--- src/hw/rtl/pwfc_queue.sv ---
// Two-entry queue between the front and back parts.
// No package dependencies.
module pwfc_queue #(
    parameter int EW = 38
) (
    input  logic          i_clk,
    input  logic          i_rst_n,
    input  logic          i_push,
    input  logic [EW-1:0] i_entry,
    input  logic          i_pop,
    output logic          o_full,
    output logic          o_valid,
    output logic [EW-1:0] o_entry
);
    logic [EW-1:0] r_buf [2];
    logic          r_wr;
    logic          r_rd;
    logic [1:0]    r_cnt;
    logic          n_wr;
    logic          n_rd;
    logic [1:0]    n_cnt;

    assign o_full  = (r_cnt == 2'd2);
    assign o_valid = (r_cnt != 2'd0);
    assign o_entry = r_buf[r_rd];

    always_comb begin
        n_wr  = r_wr ^ i_push;
        n_rd  = r_rd ^ i_pop;
        n_cnt = r_cnt + {1'b0, i_push} - {1'b0, i_pop};
    end

    always_ff @(posedge i_clk) begin
        if (i_push) begin
            r_buf[r_wr] <= i_entry;
        end
    end

    always_ff @(posedge i_clk) begin
        if (!i_rst_n) begin
            r_wr  <= 1'b0;
            r_rd  <= 1'b0;
            r_cnt <= 2'd0;
        end else begin
            r_wr  <= n_wr;
            r_rd  <= n_rd;
            r_cnt <= n_cnt;
        end
    end
endmodule

--- config.mk ---
export PLATFORM = sky130hd
export DESIGN_NAME = pwfc_queue
export DESIGN_NICKNAME = d
export VERILOG_FILES = /design/src/hw/rtl/pwfc_queue.sv
export SDC_FILE = /design/constraint.sdc
export NUM_CORES = 1
export LEC_CHECK = 0
export BUFFER_PORTS_ARGS = -buffer_cell sky130_fd_sc_hd__clkbuf_2
export CORE_MARGIN = 4
export CORE_UTILIZATION = 52
export DETAILED_ROUTE_END_ITERATION = 8
export PLACE_DENSITY_LB_ADDON = 0.2
export SLEW_MARGIN = 20
export SYNTH_ARGS = -nofsm -noshare
export SYNTH_HDL_FRONTEND = slang
export SYNTH_SLANG_ARGS = --single-unit
--- constraint.sdc ---
create_clock -name i_clk -period 2 [get_ports i_clk]
set_input_delay 0.4 -clock i_clk [delete_from_list [all_inputs] [get_ports i_clk]]
set_output_delay 0.4 -clock i_clk [all_outputs]
set_load 0.005 [all_outputs]
Word level (Yosys, flattened, before mapping)
Memories as Yosys holds them, arrays and structs flattened. A register that Yosys moved wholly into a read port is not among the register bits.
Cells that the tools add are included.
{"block": "totals", "mem_bits_rw": 76, "reg_bits": 4, "mem_count": 1, "wordCells": 13}
{"block": "op_classes", "muxes": 3, "reduce_logical": 1, "bitwise": 2, "eq_ne": 1, "addsub": 2}
{"memory": "r_buf", "words": 2, "word_bits": 38, "rd": 1, "rd_ports_with_merged_regs": 1, "write_ports": 1, "line": "15", "source": "logic [EW-1:0] r_buf [2];"}
{"operator": "2-to-1 mux 1 bit", "n": 3}
{"operator": "adder 2 x 1 -> 2 bit", "n": 1}
{"operator": "equality test 2 bit, second input constant", "n": 1}
{"operator": "nonzero test 2 bit", "n": 1}
{"operator": "subtractor 2 x 1 -> 2 bit", "n": 1}
{"operator": "bitwise XOR 1 bit", "n": 2}

Longest topological paths before layout
{"block": "depth", "word_depth": 2, "ltp_mapped": 6, "ltp_nobuf": 6}

Least setup slack after synthesis
OpenSTA, ideal clock, no wires.
{"block": "synth_path", "kind": "input to register", "from": "input i_push", "to": "memory r_buf[0][0] (enable)", "t_required_ns": 1.601, "n_path_buf": 0, "setup_time_ns": 0.399, "arrival_ns": 1.365, "setup_slack_ns": 0.236, "path_stages": 1, "cell_sequence": "ha_1"}
{"block": "synth_between", "elab_chain_len": 2}
{"element": "from (decl)", "line": "8", "source": "input logic i_push,"}
{"element": "2-to-1 mux 1 bit", "line": "34", "source": "if (i_push) begin"}
{"element": "2-to-1 mux 1 bit (not written as such)", "line": "35", "source": "r_buf[r_wr] <= i_entry;"}
{"element": "to (decl)", "line": "15"}
Every way passes these cells.

==> flow_metrics.tcl <==
set metrics [dict create \
    rows 27 \
    ant_nets 0 \
    layoutNonFillerInstCount 308 \
    intPower_w 0.002798 \
    setup_viol 0 \
    period_share 0.9201 \
    cts_root_buffer "clkbuf_8" \
    power_density_nw_per_um2 942.0 \
    finClkSkew_ps 3.647 \
    grtUsageMet3 0.04612 \
    ys_warn_count 0 \
    drive_gt1_frac 0.5975 \
    route.detailed.drc 0 \
    status "finished, final reports clean" \
    via_count 1477 \
    cts.htree.levels 3 \
    place_area_um2 3578 \
    switching_share 0.2112 \
    clock_latency_ps 330 \
    hold_class "in2reg" \
    vias_per_cell 4.795 \
    seq_power_share 0.566 \
    port_buffers 81 \
    clk_pin_slew_worst_paths_ps 70 \
    slowest_stage "mux2_2" \
    pwr-share-clk 0.308 \
    pwr-share-comb 0.126 \
    total_power_w 0.003547 \
    cap_violations 0 \
    slowest_delay_ps 380 \
    min_period_ps 1840 \
    syn_nets 185 \
    gr-usage-met2 0.2527 \
    post_drt_wl_per_cell_um 15.90 \
    place.gp.congestion 0.7870 \
    yosysSeqAreaShare 0.7784 \
    worstPathArrival_ps 1440 \
    grt_pass1_vias 1676 \
    power.leakage_nw 1.502 \
    cts_resized 0 \
    worstSetupStartpointType "flip-flop" \
    maxSlewHeadroom 0.7663 \
    required_ps 1600 \
    synth_cell_types 13 \
    end_kind "output port" \
    synth_cells 139 \
    grt_pass1_wl_mm 8.031 \
    die_w_um 84.72 \
    slew_violations 0 \
    gr-max-usage-layer "met2" \
    dp_hpwl_mm 3.578 \
    n_antenna_cell 0 \
    fin_hold_ws_ps 254.2 \
    fill_cells 398 \
    initial_core_util 0.5457 \
    path_class "reg2out" \
    dp.cells 292 \
    fp.dieH_um 84.72 \
    synth.ff_latch_count 81 \
    finalSetupTns_ps 0 \
    path_cells "buf_12, mux2_2, clkbuf_2" \
    io_pins 82 \
    drt-initial-drc-count 67 \
    fp.dieArea_um2 7177 \
    timing.fmax_mhz 543.4 \
    syn_area_um2 3060 \
    drt_wl_total_mm 4.897 \
    cts_hold_buf 0 \
    clock_path_buffers 2 \
    grt_antenna_before_repair 0 \
    core_um2 5608 \
    cts_setup_buffers 0 \
    cts_tree "done" \
    final_area_um2 3765 \
    grt-ovfl-total 0 \
    critPathMaxFanout 38 \
    cts_num_sinks 81 \
    cts_buffers 9 \
    grt_usage 0.1490 \
    peakVddDrop_mv 0.6899 \
    syn_to_final_growth_pct 23.02 \
    tightestPinTransition_ps 350.6 \
    power.net_switching_w 0.0007492 \
    first_pass_iters 3 \
    rsz0062_at_grt "false" \
    finish.net_count 277 \
    globalRouteMet1Util 0.1708 \
    hold_viol_final 0 \
    grt_max_degree 39 \
    avgSynthCellArea_um2 22.02 \
]
flip-flops by register name, summed over array words and instances (netlist names), named ones only:
signal and cells:
r_cnt 2, r_buf 76, r_rd 1, r_wr 1
layout make-up:
cell class	instances	area, um^2	share of cell area
multi-input cells	51	633.1	0.1682
inverters	3	11.26	0.002991
well taps	72	90.09	0.02393
flip-flops and latches	81	2384	0.6331
clock inverters	6	58.81	0.01562
clock buffers	10	127.6	0.03390
repair buffers	85	460.4	0.1223
per-stage QoR:
stage          utilization  worst slack, ps
2_1_floorplan            -            235.6
3_3_place_gp        0.6381            511.2
3_5_place_dp        0.6381            450.0
4_1_cts             0.6714            145.9
5_1_grt             0.6714            74.30
6_report            0.6714            159.7
Yosys cell counts:
cell	count	area share
mux2_2	18	0.066
ha_1	4	0.016
or2_2	1	0.0020
xnor3_1	1	0.0074
buf_2	1	0.0016
inv_1	3	0.0037
dfxtp_1	5	0.033
buf_6	3	0.011
nor2b_1	3	0.0061
and2_1	3	0.0061
xor2_1	1	0.0029
mux2_4	20	0.098
edfxtp_1	76	0.75
final timing paths:
path	startpoint	to	slack, ps	cells past startpoint
worst max register to register	r_wr$_SDFF_PN0_	r_buf[1][9]$_DFFE_PP_	690	2
worst min-delay path	i_entry[13]	r_buf[1][13]$_DFFE_PP_	250	1
worst min register to register	r_wr$_SDFF_PN0_	r_wr$_SDFF_PN0_	580	3
worst max-delay path	flip-flop	o_entry[37]	160	3
power by group through the flow:
| stage | sequential (W) | combinational, W | clock, W |
|---|---|---|---|
| after floorplan | 0.00204 | 0.000266 | 0 |
| after global placement | 0.00204 | 0.000442 | 0 |
| after detailed placement | 0.00205 | 0.000459 | 0 |
| after CTS | 0.00201 | 0.000460 | 0.00112 |
| after global routing | 0.00202 | 0.000494 | 0.00123 |
| final | 0.00201 | 0.000447 | 0.00109 |
routing by layer:
layer | share of wire | routed length, um
met4 | 0.022 | 106
met3 | 0.066 | 321
met1 | 0.39 | 1902
met5 | 0 | 0
met2 | 0.52 | 2567
critical path: cells and delay by family (launching register included):
family	cells	cell delay, ps
muxes	1	380
buffers and inverters	2	360
DFF	1	340
cells by family (layout without fill, tap and decap cells):
logic type / Yosys count / after routing / synth area share
multiplexers: 38 / 38 / 0.1643
XOR/XNOR: 2 / 2 / 0.01022
flip-flops: 81 / 81 / 0.7784
AND/OR/NAND/NOR: 7 / 7 / 0.01431
buffers and inverters: 7 / 104 / 0.01635
adder cells (fa/ha/maj): 4 / 4 / 0.01635
cell usage in the layout, fill, tap and decap left out, types with 2 or more instances in the layout:
master | netlist | layout
mux2_4 | 20 | 20
and2_1 | 3 | 3
clkbuf_2 | 0 | 81
edfxtp_1 | 76 | 76
dfxtp_1 | 5 | 4
ha_1 | 4 | 2
mux2_2 | 18 | 18
ha_2 | 0 | 2
clkinvlp_4 | 0 | 2
nor2b_1 | 3 | 3
inv_1 | 3 | 3
clkbuf_8 | 0 | 9
buf_4 | 0 | 2
clkinv_2 | 0 | 2
buf_12 | 0 | 2
Power figures use the tool's default switching activity.
