$ cat config.mk
export PLATFORM = sky130hd
export DESIGN_NAME = pwfc_front_flat
export DESIGN_NICKNAME = d
export VERILOG_FILES = /design/src/hw/rtl/pwfc_pkg.sv /design/src/hw/rtl/pwfc_in_if.sv /design/src/hw/rtl/pwfc_front.sv /design/src/flat_wrapper.sv
export SDC_FILE = /design/constraint.sdc
export NUM_CORES = 1
export LEC_CHECK = 0
export BUFFER_PORTS_ARGS = -buffer_cell sky130_fd_sc_hd__buf_4
export CAP_MARGIN = 5
export CORE_ASPECT_RATIO = 1.25
export CORE_MARGIN = 5
export CORE_UTILIZATION = 43
export CTS_BUF_LIST = sky130_fd_sc_hd__clkbuf_8 sky130_fd_sc_hd__clkbuf_16
export DETAILED_ROUTE_END_ITERATION = 7
export PLACE_DENSITY_LB_ADDON = 0.3
export SYNTH_ARGS = -nofsm -noshare
export SYNTH_HDL_FRONTEND = slang
export SYNTH_SLANG_ARGS = --single-unit
$ cat constraint.sdc
create_clock -name i_clk -period 4.5 [get_ports i_clk]
set_input_delay 0.675 -clock i_clk [delete_from_list [all_inputs] [get_ports i_clk]]
set_output_delay 0.675 -clock i_clk [all_outputs]
set_load 0.01 [all_outputs]
$ cat src/hw/rtl/pwfc_pkg.sv
// Package for the pulse width frame capture block.
// Holds opcode and status codes, configuration indexes and reset values.
// No dependencies.
package pwfc_pkg;

    typedef enum logic [1:0] {
        OP_EDGE        = 2'd0,
        OP_BOUNDARY    = 2'd1,
        OP_READ_PULSE  = 2'd2,
        OP_READ_SLOT   = 2'd3
    } t_opcode;

    typedef enum logic [2:0] {
        ST_STORED       = 3'd0,
        ST_SHORT_DROP   = 3'd1,
        ST_FRAME_CLOSED = 3'd2,
        ST_OVERFLOW     = 3'd3,
        ST_BOUNDARY_SET = 3'd4,
        ST_READ         = 3'd5
    } t_status;

    localparam int WIDTH_W     = 16;
    localparam int FRAME_MIN_W = 10;
    localparam int CFG_INDEX_W = 2;
    localparam int CFG_DATA_W  = 16;
    localparam int TIME_W      = 32;

    localparam logic [CFG_INDEX_W-1:0] CFG_MAX_WIDTH = 2'd0;
    localparam logic [CFG_INDEX_W-1:0] CFG_MIN_WIDTH = 2'd1;
    localparam logic [CFG_INDEX_W-1:0] CFG_MIN_FRAME = 2'd2;

    localparam logic [WIDTH_W-1:0]     MAX_WIDTH_RST = 16'hFFFF;
    localparam logic [WIDTH_W-1:0]     MIN_WIDTH_RST = 16'h0000;
    localparam logic [FRAME_MIN_W-1:0] MIN_FRAME_RST = 10'd20;

endpackage

$ cat src/hw/rtl/pwfc_in_if.sv
// Input channel of the pulse width frame capture block.
// Depends on pwfc_pkg for field widths.
interface pwfc_in_if #(
    parameter int SW  = 9,
    parameter int SLW = 2
);
    logic                                valid;
    logic                                ready;
    logic [1:0]                          opcode;
    logic [pwfc_pkg::TIME_W-1:0]         edge_time;
    logic [SW-1:0]                       store_index;
    logic [SLW-1:0]                      slot_index;

    modport source (output valid, opcode, edge_time, store_index, slot_index, input ready);
    modport sink   (input valid, opcode, edge_time, store_index, slot_index, output ready);
endinterface

$ cat src/hw/rtl/pwfc_front.sv
// Front part: accepts items, measures the pulse width and classifies it.
// Depends on pwfc_pkg and pwfc_in_if.
module pwfc_front #(
    parameter int STORE_DEPTH = 512,
    parameter int FRAME_SLOTS = 4,
    parameter int SW          = $clog2(STORE_DEPTH),
    parameter int SLW         = $clog2(FRAME_SLOTS),
    parameter int EW          = 2 + pwfc_pkg::WIDTH_W + 1 + SW + SLW
) (
    input  logic                         i_clk,
    input  logic                         i_rst_n,
    input  logic [pwfc_pkg::WIDTH_W-1:0] i_max_width,
    input  logic [pwfc_pkg::WIDTH_W-1:0] i_min_width,
    pwfc_in_if.sink                      i_in,
    input  logic                         i_q_full,
    output logic                         o_push,
    output logic [EW-1:0]                o_entry
);
    logic [pwfc_pkg::WIDTH_W-1:0] r_last_time;
    logic [pwfc_pkg::WIDTH_W-1:0] n_last_time;
    logic [pwfc_pkg::WIDTH_W-1:0] width;
    logic                         in_range;
    logic [SW-1:0]                sidx;
    logic [SLW-1:0]               slot;
    logic                         is_edge;

    assign i_in.ready = !i_q_full;
    assign o_push     = i_in.valid && !i_q_full;
    assign is_edge    = (pwfc_pkg::t_opcode'(i_in.opcode) == pwfc_pkg::OP_EDGE);

    // only the low half of the time stamps matters for a 16-bit width
    assign width    = i_in.edge_time[pwfc_pkg::WIDTH_W-1:0] - r_last_time;
    assign in_range = (width <= i_max_width) && (width >= i_min_width);

    // fold out-of-range indexes back into the store and the slot ring
    assign sidx = ({1'b0, i_in.store_index} >= (SW+1)'(STORE_DEPTH))
                ? i_in.store_index - SW'(STORE_DEPTH) : i_in.store_index;
    assign slot = ({1'b0, i_in.slot_index} >= (SLW+1)'(FRAME_SLOTS))
                ? i_in.slot_index - SLW'(FRAME_SLOTS) : i_in.slot_index;

    assign o_entry = {i_in.opcode, width, in_range, sidx, slot};

    always_comb begin
        n_last_time = r_last_time;
        if (o_push && is_edge) begin
            n_last_time = i_in.edge_time[pwfc_pkg::WIDTH_W-1:0];
        end
    end

    always_ff @(posedge i_clk) begin
        if (!i_rst_n) begin
            r_last_time <= '0;
        end else begin
            r_last_time <= n_last_time;
        end
    end
endmodule

$ cat src/flat_wrapper.sv
// flat-port wrapper written by rule: the top's interface ports become plain ports
module pwfc_front_flat 
#(
    parameter int STORE_DEPTH = 512,
    parameter int FRAME_SLOTS = 4,
    parameter int SW          = $clog2(STORE_DEPTH),
    parameter int SLW         = $clog2(FRAME_SLOTS),
    parameter int EW          = 2 + pwfc_pkg::WIDTH_W + 1 + SW + SLW
)
  (i_clk, i_rst_n, i_max_width, i_min_width, i_q_full, o_push, o_entry, i_in_valid, i_in_opcode, i_in_edge_time, i_in_store_index, i_in_slot_index, i_in_ready);
  pwfc_in_if #(.SW(SW), .SLW(SLW)) i_in_i ();
  input  logic i_clk;
  input  logic i_rst_n;
  input  logic [pwfc_pkg::WIDTH_W-1:0] i_max_width;
  input  logic [pwfc_pkg::WIDTH_W-1:0] i_min_width;
  input  logic i_q_full;
  output logic o_push;
  output logic [EW-1:0] o_entry;
  input wire logic [$bits(i_in_i.valid)-1:0] i_in_valid;
  input wire logic [$bits(i_in_i.opcode)-1:0] i_in_opcode;
  input wire logic [$bits(i_in_i.edge_time)-1:0] i_in_edge_time;
  input wire logic [$bits(i_in_i.store_index)-1:0] i_in_store_index;
  input wire logic [$bits(i_in_i.slot_index)-1:0] i_in_slot_index;
  output wire logic [$bits(i_in_i.ready)-1:0] i_in_ready;
  assign i_in_i.valid = i_in_valid;
  assign i_in_i.opcode = i_in_opcode;
  assign i_in_i.edge_time = i_in_edge_time;
  assign i_in_i.store_index = i_in_store_index;
  assign i_in_i.slot_index = i_in_slot_index;
  assign i_in_ready = i_in_i.ready;
  pwfc_front #(.STORE_DEPTH(STORE_DEPTH), .FRAME_SLOTS(FRAME_SLOTS), .SW(SW), .SLW(SLW), .EW(EW)) u_core (.i_clk(i_clk), .i_rst_n(i_rst_n), .i_max_width(i_max_width), .i_min_width(i_min_width), .i_in(i_in_i), .i_q_full(i_q_full), .o_push(o_push), .o_entry(o_entry));
endmodule
After elaboration in Yosys (flattened, before gate mapping)
Index checks and enable logic that the tools add are counted.
{ "classes": {"addsub": 1, "mul": 0, "div_mod_pow": 0, "magnitude_cmp": 2, "n_eq_ne": 0, "shift": 0, "n_mux": 0, "bitwise": 0, "n_reduce_logical": 5} }
{ "ops": {"columns": ["op", "n"], "rows": [
  [">= comparator 16 bit", 1],
  ["<= comparator 16 bit", 1],
  ["subtractor 16 bit", 1],
  ["logical AND 1 bit", 3],
  ["zero test 2 bit", 1],
  ["zero test 1 bit", 1]
]} }
{ "word_totals": {"register_bits": 16, "latch_bits": 0, "ram_bits": 0, "romBits": 0, "in_bits": 81, "output_inout_bits": 32, "wordCells": 9, "memories": 0} }

Longest topological paths before layout
Gate-level depths: netlist (run 1).
{ "logic_depth": {"depth_word": 3, "depth_mapped": 18, "mapped_depth_nobuf": 17} }

Least setup slack after synthesis (run 1)
No wires, ideal clock.
{ "synth_timing": {"kind": "in2out", "from": "in i_in_edge_time[0]", "to": "out o_entry[11]", "arrival_time_ns": 3.867, "t_required_ns": 3.825, "setup_slack_ns": -0.042, "stages": 18, "path_buffers": 1, "path_cell_list": "inv_1 ha_1 inv_1 fa_1 a211oi_1 o21ai_1 a31o_1 a21oi_1 o21ai_1 xnor2_1 ha_1 nand4_1 or3b_1 a21o_1 o211a_1 o22ai_1 a31oi_1 buf_4"} }
{ "synth_via": {"elab_chain_cells": 3} }
{ "synth_lines": {"columns": ["element", "line_no", "text"], "rows": [
  ["start, declared", "flat_wrapper.sv:21", "input wire logic [$bits(i_in_i.edge_time)-1:0] i_in_edge_time;"],
  ["subtractor 16 bit *", "pwfc_front.sv:32", "assign width = i_in.edge_time[pwfc_pkg::WIDTH_W-1:0] - r_last_time;"],
  ["via o_entry[26]", "flat_wrapper.sv:18", "output logic [EW-1:0] o_entry;"],
  ["<= comparator 16 bit / >= comparator 16 bit (equally long branches)", "pwfc_front.sv:33", "assign in_range = (width <= i_max_width) && (width >= i_min_width);"],
  ["logical AND 1 bit *", "pwfc_front.sv:33", null],
  ["end, declared", "flat_wrapper.sv:18", null]
]} }
The timed path passes the listed nets; every way through them passes the cells marked *.

Worst setup path after layout (run 1)
{ "layout_timing": {"from": "in i_in_edge_time[6]", "to": "out o_entry[11]"} }
{ "layout_via": {"elab_chain_cells": 3} }
{ "layout_lines": {"columns": ["element", "line_no"], "rows": [
  ["subtractor 16 bit *", "pwfc_front.sv:32"],
  ["<= comparator 16 bit / >= comparator 16 bit (equally long branches)", "pwfc_front.sv:33"],
  ["logical AND 1 bit *", "pwfc_front.sv:33"]
]} }
Every way passes the cells marked *; elsewhere a longest branch is shown, timed or not.

==> results.json, run 1 <==
{
  "ys_ff_latch": 16,
  "cts_max_level": 1,
  "drt_iter0_markers": 59,
  "fin_crit_sh_pct": 100.5,
  "critPathLaunchType": "input port",
  "grt_pass1_vias": 2202,
  "tritoncts": "done",
  "cp.required_ns": 3.83,
  "place_ws_ns": -0.2543,
  "synth_edf_count": 0,
  "worstSetupPathType": "in -> out",
  "final_cell_mix": "buf_4 (113), inv_1 (51), ha_1 (41)",
  "port_buffers": 74,
  "top_register": "u_core.r_last_time",
  "fin_crit_ns": 4.523,
  "p_leak_nw": 1.657,
  "die_area_um2": 6943,
  "synth_area_leaders": "ha_1 (25%), dfxtp_1 (14%), inv_1 (8.6%), nand2_1 (6.5%), a21boi_0 (5.2%)",
  "largest_register_ffs": 16,
  "routed_via_density": 4.927,
  "fmax_ghz": 0.2211,
  "root_buffer": "clkbuf_8",
  "nets": 532,
  "multi_input_area_um2": 1822,
  "max_slew.worst_pin.slew_ns": 0.5355,
  "drtPass1Iterations": 4,
  "hold_path_class": "reg -> reg",
  "clkSinkCount": 16,
  "hpwl_um": 4755,
  "status": "complete, but fails checks",
  "drive_above_1_share_pct": 37.41,
  "drv_cap": 0,
  "grt.overflow.total": 0,
  "worst_slack_ns": -0.02262,
  "die_w_um": 75.54,
  "grt_pass1_wl_um": 9142,
  "synth_xor_area_share_pct": 4.553,
  "r2r_slack_ns": 3.83,
  "worstPathArrival_ns": 3.85,
  "ys_types": 51,
  "syn_area_um2": 2308,
  "drtAntennaViolNets": 0,
  "gr-max-usage-layer": "met2",
  "dp_cells": 452,
  "synth_simple_gate_area_share_pct": 16.31,
  "reg2reg_to": "u_core.r_last_time[0]",
  "antenna_found_initial": 0,
  "crit_fanout": 3,
  "r2r-start": "u_core.r_last_time[0]",
  "numCtsBuffers": 3,
  "crit_path_end_kind": "primary output",
  "timing.hold.ws_ns": 0.4538,
  "grt_use_met3_pct": 1.751,
  "final_common_cell": "buf_4",
  "coreArea_um2": 5152,
  "synth_top_family_by_area": "adder cells",
  "skew_ns": 0,
  "dpl_cell_area_um2": 3080,
  "postLayoutCellArea_um2": 3333,
  "avgRoutedWirePerCell_um": 12.11,
  "final_util_pct": 64.69,
  "slew_headroom_pct": 64.30,
  "postSynthAreaPerCell_um2": 7.669,
  "power_density_nw_per_um2": 189.4,
  "cts_hold_buf": 0,
  "min_to": "u_core.r_last_time[3]",
  "clock_path_buffers": 2,
  "synth_top_cell_area_share_pct": 25.47,
  "grt_max_degree": 17,
  "fill_cells": 462,
  "grtUsageTotal_pct": 16.02,
  "setup_violations": 1,
  "grt_util_met1_pct": 18.24,
  "violations": "negative setup slack",
  "vias": 2281,
  "top_regs": "u_core.r_last_time (16)",
  "syn_inst": 301,
  "async_flop_share_pct": 0,
  "dieHeight_um": 91.92,
  "synth-compound-area-share_pct": 25.09,
  "start_util_pct": 44.80,
  "setup_tns_ns": -0.02262,
  "wl_um": 5607,
  "area_growth_pct": 44.39,
  "synthFlopType": "dfxtp_1",
  "rows": 29,
  "min_path_cells": 2,
  "worstHoldStart": "u_core.r_last_time[3]",
  "worst_ir_drop_vdd_v": 0.0002395,
  "synth.area.mux_share_pct": 0,
  "synthAdderAreaFrac_pct": 26.34,
  "gp_congestion": 0.7871,
  "clkLatencyLatePin_ns": 0.24,
  "reg2reg_depth": 2,
  "final_cells": 463,
  "final-max-slew-violation-count": 0,
  "yosysSeqAreaShare_pct": 13.88,
  "post-route-drc-count": 0,
  "rsz0062_at_grt": "yes",
  "power.total_mw": 0.6314,
  "clk_pin_slew_ns": 0.06,
  "hold_viol_final": 0,
  "ioPinCount": 113,
  "num_antenna_cells": 0,
  "syn_nets": 430,
  "yosys.area.top_type": "ha_1",
  "yosysWarnings": 0,
  "register_area_um2": 320.3,
  "grt_use_met2_pct": 29.54
}
[cell type report]
type / count / area share, %
Multi-Input combinational cell: 214 / 54.65
Sequential cell: 16 / 9.610
Tap cell: 62 / 2.327
Timing Repair Buffer: 115 / 26.13
Clock buffer: 3 / 1.239
Inverter: 53 / 6.044
[worst max path at each step]
stage                            startpoint           to  slack (ns)
after floorplan           i_in_edge_time[0]  o_entry[11]        0.04
after global placement    i_in_edge_time[0]  o_entry[11]       -0.22
after detailed placement  i_in_edge_time[0]  o_entry[11]       -0.25
after CTS                 i_in_edge_time[0]  o_entry[11]       -0.07
after global routing      i_in_edge_time[1]  o_entry[11]       -0.19
final                     i_in_edge_time[6]  o_entry[11]       -0.02
[cells in the mapped netlist (2+ instances only)]
cell type / number
a21o_1: 11
nor3_1: 5
o211a_1: 2
a21oi_1: 18
ha_1: 47
a31oi_1: 2
o21ai_1: 3
nor2_1: 8
nand3_1: 2
a21boi_1: 2
xnor2_1: 9
inv_1: 53
nand3b_1: 2
nand4_1: 4
a21boi_0: 16
nor2b_1: 2
a211oi_1: 2
nand2b_1: 2
nand2_1: 40
clkbuf_1: 4
buf_4: 14
xor2_1: 3
dfxtp_1: 16
o31ai_1: 2
o21a_1: 2
o21ai_0: 5
[logic make-up after synthesis]
logic type,after synthesis
AO/OA/AOI/OAI,78
XOR/XNOR,12
AND/OR/NAND/NOR,76
flip-flops,16
buffers and inverters,71
adder cells (fa/ha/maj),48
[report_power, final]
part / internal (mW) / total, mW / leakage [nW] / switching [mW]
registers: 0.145 / 0.146 / 0.129 / 0.00142
clock network: 0.0592 / 0.102 / 0.0216 / 0.0433
logic: 0.208 / 0.383 / 1.51 / 0.175
total: 0.412 / 0.631 / 1.66 / 0.219
[critical path, cell delays in order]
cell	delay, ns
buf_4	0.13
ha_4	0.24
a211o_1	0.27
nor2b_4	0.13
a22o_4	0.24
o31ai_4	0.26
nor3_1	0.07
a311o_1	0.34
ha_1	0.31
nand4_1	0.13
or3b_4	0.39
a21o_1	0.16
o211a_1	0.14
o22ai_2	0.16
a31oi_1	0.05
buf_4	0.15
[layer usage]
layer  wire length (µm)  part of all wire [%]
met1               2209                    39
met4                141                   2.5
met2               2917                    52
met3                338                   6.0
met5                  0                     0
[timing repair]
item | CTS | global route
endpoints found under the hold margin | 0 | 0
gates resized for setup | 16 | 11
setup buffers | 7 | 2
endpoints found under the setup margin | 1 | 1
cloned | 0 | 0
pin swaps | 15 | 13
Power figures use the tool's default switching activity.
==> run 2: changes to the inputs <==
Settings changed: CORE_ASPECT_RATIO 1.25 to 1.4.
==> run 2 against run 1 <==
The run still ends with negative setup slack left. Maximum frequency rose by 0.22%. First-iteration DRC count fell by 66%. Power fell by 2.4%. Largest power group unchanged. Clock skew did not move. Die area rose by 0.17%.
==> results.json, run 2 (synthesis gave the netlist of run 1 again) <==
{
  "power_density_nw_per_um2": 189.5,
  "hold_path_class": "reg -> reg",
  "drtPass1Iterations": 4,
  "status": "complete, but fails checks",
  "critPathLaunchType": "input port",
  "crit_path_end_kind": "primary output",
  "worst_slack_ns": -0.01289,
  "startpoint": "i_in_edge_time[0]",
  "max_slew.worst_pin.slew_ns": 0.5346,
  "path_common_cell": "o21ai_2",
  "final_util_pct": 62.59,
  "grt_pass1_vias": 2278,
  "ioPinCount": 113,
  "place_ws_ns": -0.2691,
  "largest_register_ffs": 16,
  "area_growth_pct": 40.92,
  "fmax_ghz": 0.2216,
  "worst_path_largest_cell_delay_ns": 0.42,
  "dp_cells": 456,
  "drtAntennaViolNets": 0,
  "coreArea_um2": 5197,
  "start_util_pct": 44.42,
  "worst_ir_drop_vdd_v": 0.0001812,
  "dieHeight_um": 96.70,
  "rsz0062_at_grt": "yes",
  "grt_max_degree": 17,
  "setup_tns_ns": -0.01289,
  "drv_cap": 0,
  "nets": 528,
  "p_leak_nw": 1.625,
  "worstPathArrival_ns": 3.84,
  "grt_pass1_wl_um": 9211,
  "gp_congestion": 0.8401,
  "num_antenna_cells": 0,
  "skew_ns": 0,
  "cp.required_ns": 3.83,
  "reg2reg_depth": 2,
  "final_common_cell": "buf_4",
  "worstPathCellList": "buf_8 > inv_4 > ha_4 > inv_2 > fa_2 > a211oi_4 > o21ai_2 > a31o_1 > a21oi_4 > o21ai_2 > xnor2_2 > ha_1 > nand4_1 > or3b_4 > a21o_1 > o211a_1 > o22ai_2 > a31oi_1 > buf_4",
  "avgRoutedWirePerCell_um": 11.78,
  "vias": 2261,
  "clock_path_buffers": 2,
  "numCtsBuffers": 3,
  "rows": 31,
  "crit_fanout": 3,
  "drive_above_1_share_pct": 35.26,
  "root_buffer": "clkbuf_8",
  "wl_um": 5454,
  "die_w_um": 71.93,
  "grtUsageTotal_pct": 15.70,
  "routed_via_density": 4.883,
  "clkSinkCount": 16,
  "final-max-slew-violation-count": 0,
  "power.total_mw": 0.6166,
  "setup_violations": 1,
  "r2r-start": "u_core.r_last_time[0]",
  "fin_crit_sh_pct": 100.3,
  "cts_max_level": 1,
  "postLayoutCellArea_um2": 3253,
  "top_regs": "u_core.r_last_time (16)",
  "slew_headroom_pct": 64.36,
  "drt_iter0_markers": 20,
  "slowest_stage": "or3b_4",
  "cts_hold_buf": 0,
  "antenna_found_initial": 0,
  "grt.overflow.total": 0,
  "fin_crit_ns": 4.513,
  "violations": "negative setup slack",
  "tritoncts": "done",
  "timing.hold.ws_ns": 0.4542,
  "worstSetupPathType": "in -> out",
  "min_path_cells": 2,
  "fill_cells": 485,
  "clkLatencyLatePin_ns": 0.24,
  "clk_pin_slew_ns": 0.06,
  "hpwl_um": 4791,
  "worstHoldStart": "u_core.r_last_time[3]",
  "port_buffers": 74,
  "final_cell_mix": "buf_4 (110), inv_1 (51), ha_1 (44)",
  "post-route-drc-count": 0,
  "hold_viol_final": 0,
  "die_area_um2": 6955,
  "dpl_cell_area_um2": 3085,
  "final_cells": 463,
  "top_register": "u_core.r_last_time"
}
-- run 2: cell count changes in the layout (fill, tap and decap cells not counted), sizes merged --
cell and delta:
buf -4
-- run 2: repair_timing --
action                                  CTS  global route
gates resized for setup                  13             7
hold endpoints to repair                  0             0
buffers inserted                          3             1
pin swaps                                18             7
endpoints found under the setup margin    1             1
-- run 2: final cells by class --
| cell class | count | area (µm²) | share of cell area (%) |
|---|---|---|---|
| repair buffers | 111 | 840.8 | 25.85 |
| clock buffers | 3 | 41.29 | 1.269 |
| flip-flops and latches | 16 | 320.3 | 9.846 |
| multi-input cells | 214 | 1767 | 54.31 |
| well taps | 66 | 82.58 | 2.538 |
| inverters | 53 | 201.4 | 6.192 |
-- run 2: worst max-delay path: cells and delay by family --
family                   cells  cell delay [ns]
AO/OA/AOI/OAI                9             1.38
buffers and inverters        4             0.33
XOR/XNOR                     1             0.15
AND/OR/NAND/NOR              2             0.55
adder cells (fa/ha/maj)      3             0.78
-- run 2: power breakdown --
part,internal [mW],switching (mW)
combinational,0.198,0.171
sequential,0.145,0.00144
clock,0.0591,0.0417
-- run 2: per-layer routing --
layer,GRT usage [%],share of wire (%),up-vias
met5,0,0,-
met4,5.933,2.3,0
met3,2.178,6.1,12
met2,30.45,53,53
met1,16.28,39,994
li1,-,-,1202
-- run 2: path summary, 6_finish.rpt --
path | to | slack (ns)
hold reg to reg | u_core.r_last_time[3] | 0.45
setup reg to reg | u_core.r_last_time[0] | 3.82
hold / removal | u_core.r_last_time[3] | 0.45
setup / recovery | o_entry[11] | -0.01
==> run 3: changes to the inputs <==
Settings changed: CORE_ASPECT_RATIO 1.4 to 0.7.
==> run 3 against run 2 <==
The flow still finishes with violations (negative setup slack). Sequential share of layout area up 0.069 points. Die area about the same. Critical path depth unchanged. Clock skew unchanged. Global-route usage up 0.71 points. Via count up 0.53%. Final cell count up 0.65%. Largest cell class unchanged.
==> results.json, run 3 (synthesis gave the netlist of run 1 again) <==
{
  "status": "complete, but fails checks",
  "violations": "negative setup slack",
  "fill_cells": 485,
  "skew_ns": 0,
  "die_w_um": 97.58,
  "rsz0062_at_grt": "yes",
  "drtPass1Iterations": 4,
  "vias": 2273,
  "crit_path_end_kind": "primary output",
  "slew_headroom_pct": 63.70,
  "min_path_cells": 2,
  "grt_max_degree": 17,
  "multi_input_area_um2": 1763,
  "largest_register_ffs": 16,
  "hpwl_um": 4821,
  "routed_via_density": 4.878,
  "clk_pin_slew_ns": 0.06,
  "start_util_pct": 44.14,
  "drtAntennaViolNets": 0,
  "final_util_pct": 61.77,
  "cts_max_level": 1,
  "coreArea_um2": 5230,
  "numCtsBuffers": 3,
  "hold_viol_final": 0,
  "top_regs": "u_core.r_last_time (16)",
  "grt_pass1_wl_um": 9729,
  "final_common_cell": "buf_4",
  "min_to": "u_core.r_last_time[4]",
  "place_ws_ns": -0.2305,
  "dieHeight_um": 71.30,
  "clock_path_buffers": 2,
  "worst_ir_drop_vdd_v": 0.00008542,
  "die_area_um2": 6957,
  "final_cell_mix": "buf_4 (107), inv_1 (51), ha_1 (44)",
  "grt_pass1_vias": 2304,
  "reg2reg_to": "u_core.r_last_time[0]",
  "root_buffer": "clkbuf_8",
  "antenna_found_initial": 0,
  "area_growth_pct": 39.95,
  "worstHoldStart": "u_core.r_last_time[4]",
  "tritoncts": "done",
  "hold_path_class": "reg -> reg",
  "cp.required_ns": 3.83,
  "power_density_nw_per_um2": 190.3,
  "avgRoutedWirePerCell_um": 12.06,
  "register_area_um2": 320.3,
  "crit_fanout": 3,
  "setup_violations": 1,
  "grt.overflow.total": 0,
  "drive_above_1_share_pct": 34.52,
  "timing.hold.ws_ns": 0.4606,
  "drt_iter0_markers": 26,
  "clkSinkCount": 16,
  "nets": 525,
  "drv_cap": 0,
  "r2r-start": "u_core.r_last_time[0]",
  "cts_hold_buf": 0,
  "grtUsageTotal_pct": 16.41,
  "r2r_slack_ns": 3.83,
  "reg2reg_depth": 2,
  "ioPinCount": 113,
  "p_leak_nw": 1.603,
  "critPathLaunchType": "input port",
  "fin_crit_ns": 4.549,
  "top_register": "u_core.r_last_time",
  "fin_crit_sh_pct": 101.1,
  "final-max-slew-violation-count": 0,
  "post-route-drc-count": 0,
  "worst_slack_ns": -0.04912,
  "wl_um": 5618,
  "setup_tns_ns": -0.04912,
  "fmax_ghz": 0.2198,
  "rows": 22,
  "port_buffers": 74,
  "gp_congestion": 0.7955,
  "worstPathArrival_ns": 3.87,
  "max_slew.worst_pin.slew_ns": 0.5444,
  "num_antenna_cells": 0,
  "clkLatencyLatePin_ns": 0.24,
  "worstSetupPathType": "in -> out"
}
==> run 3: layout make-up <==
type	count	area share (%)
Multi-Input combinational cell	214	54.57
Timing Repair Buffer	108	25.21
Sequential cell	16	9.915
Inverter	53	6.235
Tap cell	72	2.789
Clock buffer	3	1.278
==> run 3: worst max-delay path: stages <==
cell      delay (ns)
buf_6           0.10
inv_4           0.04
ha_4            0.12
inv_2           0.04
fa_2            0.41
a211oi_4        0.25
o21ai_2         0.09
a31o_1          0.20
a21oi_2         0.21
buf_4           0.15
xnor2_2         0.07
ha_1            0.30
and4_1          0.19
or3b_1          0.37
a21o_1          0.16
o211a_1         0.12
o22ai_1         0.14
a31oi_1         0.07
buf_4           0.15
==> run 3: worst max path at each step <==
stage                        endpoint  cells after the start  slack, ns              start
after floorplan           o_entry[11]                     18       0.04  i_in_edge_time[0]
after global placement    o_entry[11]                     19      -0.21  i_in_edge_time[0]
after detailed placement  o_entry[11]                     19      -0.23  i_in_edge_time[0]
after CTS                 o_entry[11]                     19      -0.05  i_in_edge_time[0]
after global routing      o_entry[11]                     19      -0.26  i_in_edge_time[0]
final                     o_entry[11]                     19      -0.05  i_in_edge_time[0]
==> run 3: where the power goes <==
part	switching, mW	leakage (nW)	internal [mW]	total (mW)
sequential	0.00153	0.129	0.145	0.146
combinational	0.171	1.45	0.195	0.365
clock	0.0439	0.0216	0.0592	0.103
==> run 3: metrics by stage <==
step                      instance area (µm²)  total power [mW]  instances
after floorplan                          2320            0.3617        301
after global placement                   3063            0.4893        458
after detailed placement                 3063            0.4974        458
after CTS                                3207            0.6197        466
after global routing                     3231            0.6736        466
final                                    3231            0.6147        466
==> run 3: timing repair <==
action	4_1_cts	5_1_grt
pin swaps	12	3
hold endpoints to repair	0	0
gates resized for setup	14	3
buffers inserted	5	0
setup endpoints to repair	1	1
==> run 3: layer usage <==
metal | vias up | global-route usage (%) | part of all wire [%]
met1 | 1007 | 20.81 | 46
met3 | 2 | 4.961 | 8.2
met4 | 0 | 1.075 | 0.18
met5 | - | 0 | 0
met2 | 63 | 29.01 | 45
li1 | 1201 | - | -
